**src/rtl/tpm_pkg.sv**
```systemverilog
// Shared types, constants and helpers of the thermal protection monitor.
// Used by every module under rtl/; depends on nothing else.
package tpm_pkg;

  localparam int DATA_W     = 9;
  localparam int GRADE_W    = 2;
  localparam int STATUS_W   = 4;
  localparam int CFG_IDX_W  = 3;
  localparam int WINDOW_DEF = 10;

  typedef logic signed [DATA_W-1:0] temp_t;
  typedef logic [GRADE_W-1:0]       grade_t;
  typedef logic [STATUS_W-1:0]      status_t;
  typedef logic [CFG_IDX_W-1:0]     cfg_idx_t;

  // register indexes on the config port
  localparam cfg_idx_t REG_BOARD_WARN  = 3'd0;
  localparam cfg_idx_t REG_BOARD_LIMIT = 3'd1;
  localparam cfg_idx_t REG_BOARD_FAIL  = 3'd2;
  localparam cfg_idx_t REG_MOTOR_WARN  = 3'd3;
  localparam cfg_idx_t REG_MOTOR_LIMIT = 3'd4;
  localparam cfg_idx_t REG_MOTOR_FAIL  = 3'd5;

  localparam temp_t BOARD_WARN_RST  = 9'sd85;
  localparam temp_t BOARD_LIMIT_RST = 9'sd90;
  localparam temp_t BOARD_FAIL_RST  = 9'sd100;
  localparam temp_t MOTOR_WARN_RST  = 9'sd90;
  localparam temp_t MOTOR_LIMIT_RST = 9'sd100;
  localparam temp_t MOTOR_FAIL_RST  = 9'sd110;

  localparam grade_t GRADE_OK    = 2'd0;
  localparam grade_t GRADE_WARN  = 2'd1;
  localparam grade_t GRADE_LIMIT = 2'd2;
  localparam grade_t GRADE_FAIL  = 2'd3;

  // Gray-style status codes per grade
  localparam grade_t CODE_OK    = 2'b00;
  localparam grade_t CODE_WARN  = 2'b01;
  localparam grade_t CODE_LIMIT = 2'b11;
  localparam grade_t CODE_FAIL  = 2'b10;

  typedef struct packed {
    temp_t warn;
    temp_t limit;
    temp_t fail;
  } tpm_thr_t;

  // pipeline advance controls from the top level
  typedef struct packed {
    logic accept;   // input word taken: shift cells, update sum
    logic s2_en;    // load reciprocal-multiply stage
    logic s3_en;    // load correction stage
    logic s4_en;    // load output registers
    logic s4_fire;  // a valid word enters the output registers
  } tpm_ctl_t;

  function automatic grade_t code_of(input grade_t g);
    grade_t c;
    case (g)
      GRADE_OK:    c = CODE_OK;
      GRADE_WARN:  c = CODE_WARN;
      GRADE_LIMIT: c = CODE_LIMIT;
      GRADE_FAIL:  c = CODE_FAIL;
      default:     c = CODE_OK;
    endcase
    return c;
  endfunction

endpackage

```
**src/rtl/tpm_tap_cell.sv**
```systemverilog
// One cell of the sample delay chain: holds one sample, passes it on.
// Depends on tpm_pkg.
module tpm_tap_cell
  import tpm_pkg::*;
(
  input  logic  clk,
  input  logic  rst_n,
  input  logic  shift,
  input  temp_t d,
  output temp_t q
);

  temp_t smp_r;

  always_ff @(posedge clk) begin
    if (!rst_n) begin
      smp_r <= '0;
    end else if (shift) begin
      smp_r <= d;
    end
  end

  assign q = smp_r;

endmodule

```
**src/rtl/tpm_channel.sv**
```systemverilog
// One temperature channel: chain of tap cells, running sum, divide by WINDOW.
// Depends on tpm_pkg and tpm_tap_cell.
module tpm_channel
  import tpm_pkg::*;
#(
  parameter int WINDOW = WINDOW_DEF
)
(
  input  logic     clk,
  input  logic     rst_n,
  input  tpm_ctl_t ctl,
  input  temp_t    sample,
  output temp_t    average
);

  localparam int MAG_W  = $clog2((2 ** (DATA_W - 1)) * WINDOW + 1);
  localparam int SUM_W  = MAG_W + 1;
  localparam int PROD_W = 2 * MAG_W;
  localparam logic [MAG_W-1:0] RECIP = MAG_W'((1 << MAG_W) / WINDOW);
  localparam logic [MAG_W-1:0] WIN_M = MAG_W'(WINDOW);

  temp_t tap [WINDOW+1];

  logic signed [SUM_W-1:0] sum_r, sum_nxt;
  logic signed [SUM_W-1:0] p1_sum_r;
  logic signed [SUM_W-1:0] mag_full;
  logic [MAG_W-1:0]        mag;
  logic [PROD_W-1:0]       prod;
  logic [MAG_W-1:0]        p2_qest_r, p2_mag_r;
  logic                    p2_neg_r;
  logic [MAG_W-1:0]        qw, rem, q;
  logic signed [DATA_W:0]  sq, avg_w;
  temp_t                   p3_avg_r;

  assign tap[0] = sample;

  for (genvar i = 0; i < WINDOW; i++) begin : g_cell
    tpm_tap_cell u_cell (
      .clk   (clk),
      .rst_n (rst_n),
      .shift (ctl.accept),
      .d     (tap[i]),
      .q     (tap[i+1])
    );
  end

  // oldest sample leaves the window as the new one enters
  assign sum_nxt = sum_r - SUM_W'(tap[WINDOW]) + SUM_W'(sample);

  always_ff @(posedge clk) begin
    if (!rst_n) begin
      sum_r <= '0;
    end else if (ctl.accept) begin
      sum_r <= sum_nxt;
    end
  end

  always_ff @(posedge clk) begin
    if (ctl.accept) begin
      p1_sum_r <= sum_nxt;
    end
  end

  // |sum| * floor(2^MAG_W / WINDOW): estimate is exact or one short
  assign mag_full = p1_sum_r[SUM_W-1] ? -p1_sum_r : p1_sum_r;
  assign mag      = mag_full[MAG_W-1:0];
  assign prod     = PROD_W'(mag) * PROD_W'(RECIP);

  always_ff @(posedge clk) begin
    if (ctl.s2_en) begin
      p2_qest_r <= prod[PROD_W-1:MAG_W];
      p2_mag_r  <= mag;
      p2_neg_r  <= p1_sum_r[SUM_W-1];
    end
  end

  assign qw    = p2_qest_r * WIN_M;
  assign rem   = p2_mag_r - qw;
  assign q     = (rem >= WIN_M) ? p2_qest_r + MAG_W'(1) : p2_qest_r;
  assign sq    = {1'b0, q[DATA_W-1:0]};
  assign avg_w = p2_neg_r ? -sq : sq;   // truncation toward zero

  always_ff @(posedge clk) begin
    if (ctl.s3_en) begin
      p3_avg_r <= avg_w[DATA_W-1:0];
    end
  end

  assign average = p3_avg_r;

endmodule

```
**src/rtl/tpm_grade.sv**
```systemverilog
// Grading, fault code with hysteresis and status packing; output registers.
// Depends on tpm_pkg.
module tpm_grade
  import tpm_pkg::*;
(
  input  logic     clk,
  input  logic     rst_n,
  input  tpm_ctl_t ctl,
  input  tpm_thr_t board_thr,
  input  tpm_thr_t motor_thr,
  input  temp_t    board_avg,
  input  temp_t    motor_one_avg,
  input  temp_t    motor_two_avg,
  output temp_t    board_average,
  output temp_t    motor_one_average,
  output temp_t    motor_two_average,
  output grade_t   board_grade,
  output grade_t   motor_one_grade,
  output grade_t   motor_two_grade,
  output grade_t   fault_code,
  output status_t  motor_one_status,
  output status_t  motor_two_status
);

  function automatic grade_t grade_of(input temp_t avg, input tpm_thr_t thr);
    grade_t g;
    if (avg > thr.fail) begin
      g = GRADE_FAIL;
    end else if (avg > thr.limit) begin
      g = GRADE_LIMIT;
    end else if (avg > thr.warn) begin
      g = GRADE_WARN;
    end else begin
      g = GRADE_OK;
    end
    return g;
  endfunction

  grade_t  gb, g1, g2, worst01, worst, fault;
  logic    high_hold_r, high_hold_nxt;
  temp_t   b_avg_r, m1_avg_r, m2_avg_r;
  grade_t  gb_r, g1_r, g2_r, fault_r;
  status_t st1_r, st2_r;

  assign gb      = grade_of(board_avg, board_thr);
  assign g1      = grade_of(motor_one_avg, motor_thr);
  assign g2      = grade_of(motor_two_avg, motor_thr);
  assign worst01 = (g1 > gb) ? g1 : gb;
  assign worst   = (g2 > worst01) ? g2 : worst01;

  always_comb begin
    high_hold_nxt = high_hold_r;
    case (worst)
      GRADE_LIMIT, GRADE_FAIL: begin
        fault         = worst;
        high_hold_nxt = 1'b1;
      end
      GRADE_WARN: begin
        fault = high_hold_r ? GRADE_LIMIT : GRADE_WARN;
      end
      default: begin
        fault         = GRADE_OK;
        high_hold_nxt = 1'b0;
      end
    endcase
  end

  always_ff @(posedge clk) begin
    if (!rst_n) begin
      high_hold_r <= 1'b0;
    end else if (ctl.s4_fire) begin
      high_hold_r <= high_hold_nxt;
    end
  end

  always_ff @(posedge clk) begin
    if (ctl.s4_en) begin
      b_avg_r  <= board_avg;
      m1_avg_r <= motor_one_avg;
      m2_avg_r <= motor_two_avg;
      gb_r     <= gb;
      g1_r     <= g1;
      g2_r     <= g2;
      fault_r  <= fault;
      st1_r    <= {code_of(gb), code_of(g1)};
      st2_r    <= {code_of(gb), code_of(g2)};
    end
  end

  assign board_average     = b_avg_r;
  assign motor_one_average = m1_avg_r;
  assign motor_two_average = m2_avg_r;
  assign board_grade       = gb_r;
  assign motor_one_grade   = g1_r;
  assign motor_two_grade   = g2_r;
  assign fault_code        = fault_r;
  assign motor_one_status  = st1_r;
  assign motor_two_status  = st2_r;

endmodule

```
**src/rtl/thermal_protection_monitor_core.sv**
```systemverilog
// Thermal protection monitor, top level: pipeline control, threshold registers.
// Depends on tpm_pkg, tpm_channel (with tpm_tap_cell) and tpm_grade.
//
// Usage:
//  - Input channel (in_valid / in_stall): one word is one set of three
//    temperatures (board, motor 1, motor 2), 9-bit signed degrees C.
//  - Result channel (out_valid / out_stall): one word per input word with
//    the three WINDOW-sample moving averages, their grades, fault code and
//    the two packed motor status nibbles.
//  - Config channel (cfg_valid / cfg_ready): threshold writes by index,
//    always ready; indexes beyond the six thresholds are dropped. Write
//    only while the block holds no word in flight.
//  - Four register stages (sum update at the accepting edge, reciprocal
//    multiply, quotient correction, grading) lead to out_valid. Throughput:
//    one word per cycle while the result channel is not stalled.
//  - A stalled result holds in the output register; empty stages upstream
//    keep filling, so in_stall rises only once every stage holds a word.
//  - Reset: tap chains and running sums cleared (warm-up averages include
//    zeros), hysteresis flag cleared, thresholds back to their defaults.
module thermal_protection_monitor_core
  import tpm_pkg::*;
#(
  parameter int WINDOW = WINDOW_DEF
)
(
  input  logic     clk,
  input  logic     rst_n,
  // input words
  input  logic     in_valid,
  output logic     in_stall,
  input  temp_t    in_board_sample,
  input  temp_t    in_motor_one_sample,
  input  temp_t    in_motor_two_sample,
  // result words
  output logic     out_valid,
  input  logic     out_stall,
  output temp_t    out_board_average,
  output temp_t    out_motor_one_average,
  output temp_t    out_motor_two_average,
  output grade_t   out_board_grade,
  output grade_t   out_motor_one_grade,
  output grade_t   out_motor_two_grade,
  output grade_t   out_fault_code,
  output status_t  out_motor_one_status,
  output status_t  out_motor_two_status,
  // threshold writes
  input  logic     cfg_valid,
  output logic     cfg_ready,
  input  cfg_idx_t cfg_index,
  input  temp_t    cfg_data
);

  tpm_thr_t board_thr_r, motor_thr_r;

  logic v1_r, v2_r, v3_r, v4_r;
  logic rdy1, rdy2, rdy3, rdy4;
  tpm_ctl_t ctl;

  temp_t b_avg, m1_avg, m2_avg;

  // ---- threshold registers ----
  assign cfg_ready = 1'b1;

  always_ff @(posedge clk) begin
    if (!rst_n) begin
      board_thr_r <= '{warn: BOARD_WARN_RST, limit: BOARD_LIMIT_RST, fail: BOARD_FAIL_RST};
      motor_thr_r <= '{warn: MOTOR_WARN_RST, limit: MOTOR_LIMIT_RST, fail: MOTOR_FAIL_RST};
    end else if (cfg_valid) begin
      case (cfg_index)
        REG_BOARD_WARN:  board_thr_r.warn  <= cfg_data;
        REG_BOARD_LIMIT: board_thr_r.limit <= cfg_data;
        REG_BOARD_FAIL:  board_thr_r.fail  <= cfg_data;
        REG_MOTOR_WARN:  motor_thr_r.warn  <= cfg_data;
        REG_MOTOR_LIMIT: motor_thr_r.limit <= cfg_data;
        REG_MOTOR_FAIL:  motor_thr_r.fail  <= cfg_data;
        default: ;
      endcase
    end
  end

  // ---- pipeline flow: a stage takes a word when empty or emptying ----
  assign rdy4 = !v4_r || !out_stall;
  assign rdy3 = !v3_r || rdy4;
  assign rdy2 = !v2_r || rdy3;
  assign rdy1 = !v1_r || rdy2;

  assign in_stall = !rdy1;
  assign out_valid = v4_r;

  assign ctl.accept  = in_valid && rdy1;
  assign ctl.s2_en   = rdy2;
  assign ctl.s3_en   = rdy3;
  assign ctl.s4_en   = rdy4;
  assign ctl.s4_fire = rdy4 && v3_r;

  always_ff @(posedge clk) begin
    if (!rst_n) begin
      v1_r <= 1'b0;
      v2_r <= 1'b0;
      v3_r <= 1'b0;
      v4_r <= 1'b0;
    end else begin
      if (rdy1) v1_r <= in_valid;
      if (rdy2) v2_r <= v1_r;
      if (rdy3) v3_r <= v2_r;
      if (rdy4) v4_r <= v3_r;
    end
  end

  // ---- averaging channels ----
  tpm_channel #(.WINDOW(WINDOW)) u_board (
    .clk     (clk),
    .rst_n   (rst_n),
    .ctl     (ctl),
    .sample  (in_board_sample),
    .average (b_avg)
  );

  tpm_channel #(.WINDOW(WINDOW)) u_motor_one (
    .clk     (clk),
    .rst_n   (rst_n),
    .ctl     (ctl),
    .sample  (in_motor_one_sample),
    .average (m1_avg)
  );

  tpm_channel #(.WINDOW(WINDOW)) u_motor_two (
    .clk     (clk),
    .rst_n   (rst_n),
    .ctl     (ctl),
    .sample  (in_motor_two_sample),
    .average (m2_avg)
  );

  // ---- grading and output registers ----
  tpm_grade u_grade (
    .clk               (clk),
    .rst_n             (rst_n),
    .ctl               (ctl),
    .board_thr         (board_thr_r),
    .motor_thr         (motor_thr_r),
    .board_avg         (b_avg),
    .motor_one_avg     (m1_avg),
    .motor_two_avg     (m2_avg),
    .board_average     (out_board_average),
    .motor_one_average (out_motor_one_average),
    .motor_two_average (out_motor_two_average),
    .board_grade       (out_board_grade),
    .motor_one_grade   (out_motor_one_grade),
    .motor_two_grade   (out_motor_two_grade),
    .fault_code        (out_fault_code),
    .motor_one_status  (out_motor_one_status),
    .motor_two_status  (out_motor_two_status)
  );

endmodule
```
**config.mk**
```make
export PLATFORM = sky130hd
export DESIGN_NAME = thermal_protection_monitor_core
export DESIGN_NICKNAME = d
export VERILOG_FILES = /design/src/rtl/tpm_pkg.sv /design/src/rtl/tpm_tap_cell.sv /design/src/rtl/tpm_channel.sv /design/src/rtl/tpm_grade.sv /design/src/rtl/thermal_protection_monitor_core.sv
export SDC_FILE = /design/constraint.sdc
export NUM_CORES = 2
export LEC_CHECK = 0
export BUFFER_PORTS_ARGS = -buffer_cell sky130_fd_sc_hd__buf_2
export CORE_UTILIZATION = 40
export CTS_CLUSTER_DIAMETER = 40
export DETAILED_ROUTE_END_ITERATION = 10
export PLACE_DENSITY = 0.62
export SYNTH_ARGS = -nofsm -noshare
export SYNTH_HDL_FRONTEND = slang
export SYNTH_SLANG_ARGS = --single-unit
```
**constraint.sdc**
```tcl
create_clock -name clk -period 11.3 [get_ports clk]
set_input_delay 1.695 -clock clk [delete_from_list [all_inputs] [get_ports clk]]
set_output_delay 1.695 -clock clk [all_outputs]
set_load 0.01 [all_outputs]
```
==> metrics <==
status complete, no violations; Final period util around 52%; WP data required roughly 12 ns; complex-gate fraction of the synthesized area between 10% and 20%; CP startpoint u_board.p1_sum_r[0]$_DFFE_PP_; RSZ-0062 raised after global routing false; clock root cell clkbuf_16; synthesized instance count between 3000 and 4000; GRT Overall Usage 15.32%; CTS resizes 0; total grt overflow 0; Clk Latency, worst-skew pair roughly 0.67 ns; Antenna Cells 0; Synth top area share 22.43%; area leader, netlist dfxtp_1; Syn Nets between 4000 and 5000; Final Skew between 0.05 and 0.06 ns; sequential cell area around 12000 sq um; Tmin final approximately 6 ns; Synth-to-Final Area Change 13.57%; clk slew on worst S/H paths about 0.05 ns; Core Area approximately 81000 sq um; Seq cells post-synth ~540; Final Hold Viols 0; share of cells above drive strength 1 about 7.7%; Simple-Gate Fraction of Synth Area between 10% and 20%; endpoint class of the critical path flip-flop; full die area 83270 sq um; Buffers on Ports a little under 90; most common cell in the netlist nand2_1; initial DRC count ~1200; largest family of logic cells by synthesized area adder cells; Synth warnings 0; number of synthesized flops with an enable pin 167; TNS Setup 0 ns; Hold WC Path Type flip-flop to flip-flop; XOR/XNOR Fraction of Synth Area around 4.5%; CTS tree done; Worst slew margin 27.21%; Via density between 4 and 5; Top Ports 90; Mapped Avg Cell Area 9.157 sq um; Final Max Slew Viols 0; Die Y-Extent about 290 microns; vias 23140; Fmax between 150 and 200 MHz; Post-synth top cells 771 x nand2_1, 408 x inv_1, 373 x ha_1; Worst-Margin Slew between 1 and 1.5 ns; worst r2r src u_board.p1_sum_r[0]$_DFFE_PP_; first-pass GRT wire length about 110000 microns; Setup CP Type flip-flop to flip-flop; Synth Cell Area 32850 sq um; Multi-input gate area 18380 sq um; mux share of post-synthesis cell area less than 1%; Initial Utilization ~40%; Main synth FF type dfxtp_1; vias in the first global route around 22000; Post-CTS Setup Bufs 0; sequential share of the synthesized area 37.70%; H-tree Lvls 3; Synth Area in Adders between 20% and 30%; CTS Hold Bufs 0; CTS max path bufs 3; Post-DRT Antenna Nets 0; # fillers 7747; synth unique cells 85; synth top area cells dfxtp_1 22%, edfxtp_1 15%, ha_1 14%; Worst EP arrival approximately 6.3 ns; largest net degree at the start of global routing between 200 and 300; nets between 4000 and 5000; Startpoint Class flip-flop; # clock sinks between 500 and 600; Max FO, Critical Path 6; Hold Crit Start u_motor_two.g_cell[3].u_cell.q[8]$_SDFFE_PN0P_; final wirelength about 63000 microns; HPWL after DPL between 40000 and 50000 microns; initial antenna violation count 2; Rows between 100 and 150; CTS buffer count 91; DR WL/cell between 10 and 15 microns; DRC Markers 0; Initial DRT Pass Iterations 5; Placer Congestion roughly 0.85; Final setup viols 0; Post-synth ARST share 0%; max-cap viol count 0; Die Span X approximately 290 microns
stage by stage:
stage | setup WS, ns | hold WS, ns | util (%) | instance area, sq um | std cells
after floorplan | 5.890 | 0.4264 | - | 32850 | 3587
after global placement | 5.574 | 0.4355 | 42.20 | 34160 | 4605
after detailed placement | 5.410 | 0.4556 | 42.20 | 34160 | 4605
after CTS | 5.394 | 0.4357 | 46.09 | 37300 | 4777
after global routing | 4.993 | 0.4540 | 46.09 | 37300 | 4777
final | 5.398 | 0.4262 | 46.09 | 37300 | 4777
final cells by class:
class,instances,share of cell area [%]
multi-input cells,2504,49.26
well taps,1060,3.555
inverters,409,4.136
clock buffers,113,6.571
clock inverters,59,1.865
repair buffers,97,1.422
flip-flops and latches,535,33.19
per-layer routing:
metal	vias up	GRT usage, %	wire [microns]	share of wire [%]
met5	-	0	13	0.021
met4	2	4.272	1394	2.2
met3	103	2.938	2349	3.7
met2	282	24.75	28140	44
met1	10630	20.79	31390	50
li1	12120	-	-	-
critical path: stages, from the launching register on:
cell and delay (ns):
edfxtp_1 0.48, nor4_1 0.41, a21boi_0 0.18, xor2_1 0.35, ha_1 0.31, inv_1 0.12, fa_1 0.43, fa_1 0.55
inv_1 0.06, fa_1 0.47, ha_1 0.30, o21a_1 0.16, o21ai_0 0.30, nor2_1 0.11, a221o_1 0.37, o41ai_2 0.34
o211ai_1 0.22, o41ai_1 0.34, xnor2_1 0.13
cell usage in the layout (no fill, tap or decap), types with 12 or more instances in the layout:
cell / count
xor2_1: 40
edfxtp_1: 167
nand3_1: 40
nor2_1: 126
o211ai_1: 31
clkinv_4: 12
xnor2_1: 126
dfxtp_1: 368
and3_1: 12
a211oi_1: 16
a21oi_1: 81
o31ai_1: 15
and2_1: 13
a21boi_0: 341
ha_1: 373
buf_2: 87
nand4_1: 15
clkinv_2: 12
clkbuf_16: 92
a21o_1: 22
nor2b_1: 34
inv_1: 408
inv_6: 14
o21a_1: 40
fa_1: 108
nor3_1: 30
nand2b_1: 23
nand2_1: 769
clkbuf_1: 14
o21ai_0: 71
mux2i_1: 22
sequential cells by signal, summed over array words and instances (netlist names), 27 cells and up:
signal	cells
u_motor_two.g_cell.u_cell.q	90
u_board.g_cell.u_cell.q	90
u_motor_one.g_cell.u_cell.q	90
motor_thr_r	27
board_thr_r	27
worst paths after layout:
check | to | slack, ns | cells past startpoint
setup / recovery | u_board.p2_qest_r[8]$_DFFE_PP_ | 5.40 | 18
setup reg to reg | u_board.p2_qest_r[8]$_DFFE_PP_ | 5.40 | 18
hold reg to reg | u_motor_two.g_cell[4].u_cell.q[8]$_SDFFE_PN0P_ | 0.43 | 2
hold / removal | u_motor_two.g_cell[4].u_cell.q[8]$_SDFFE_PN0P_ | 0.43 | 2
logic make-up after synthesis:
family / count (synthesis)
simple gates: 1118
fa+ha+maj: 481
compound gates: 709
buf+inv: 548
other cells: 1
flops: 535
xor+xnor: 168
mux: 27
Power is left out: the tool's default activity adds up to more than one toggle a clock period on the data nets, which glitch-free logic cannot reach.
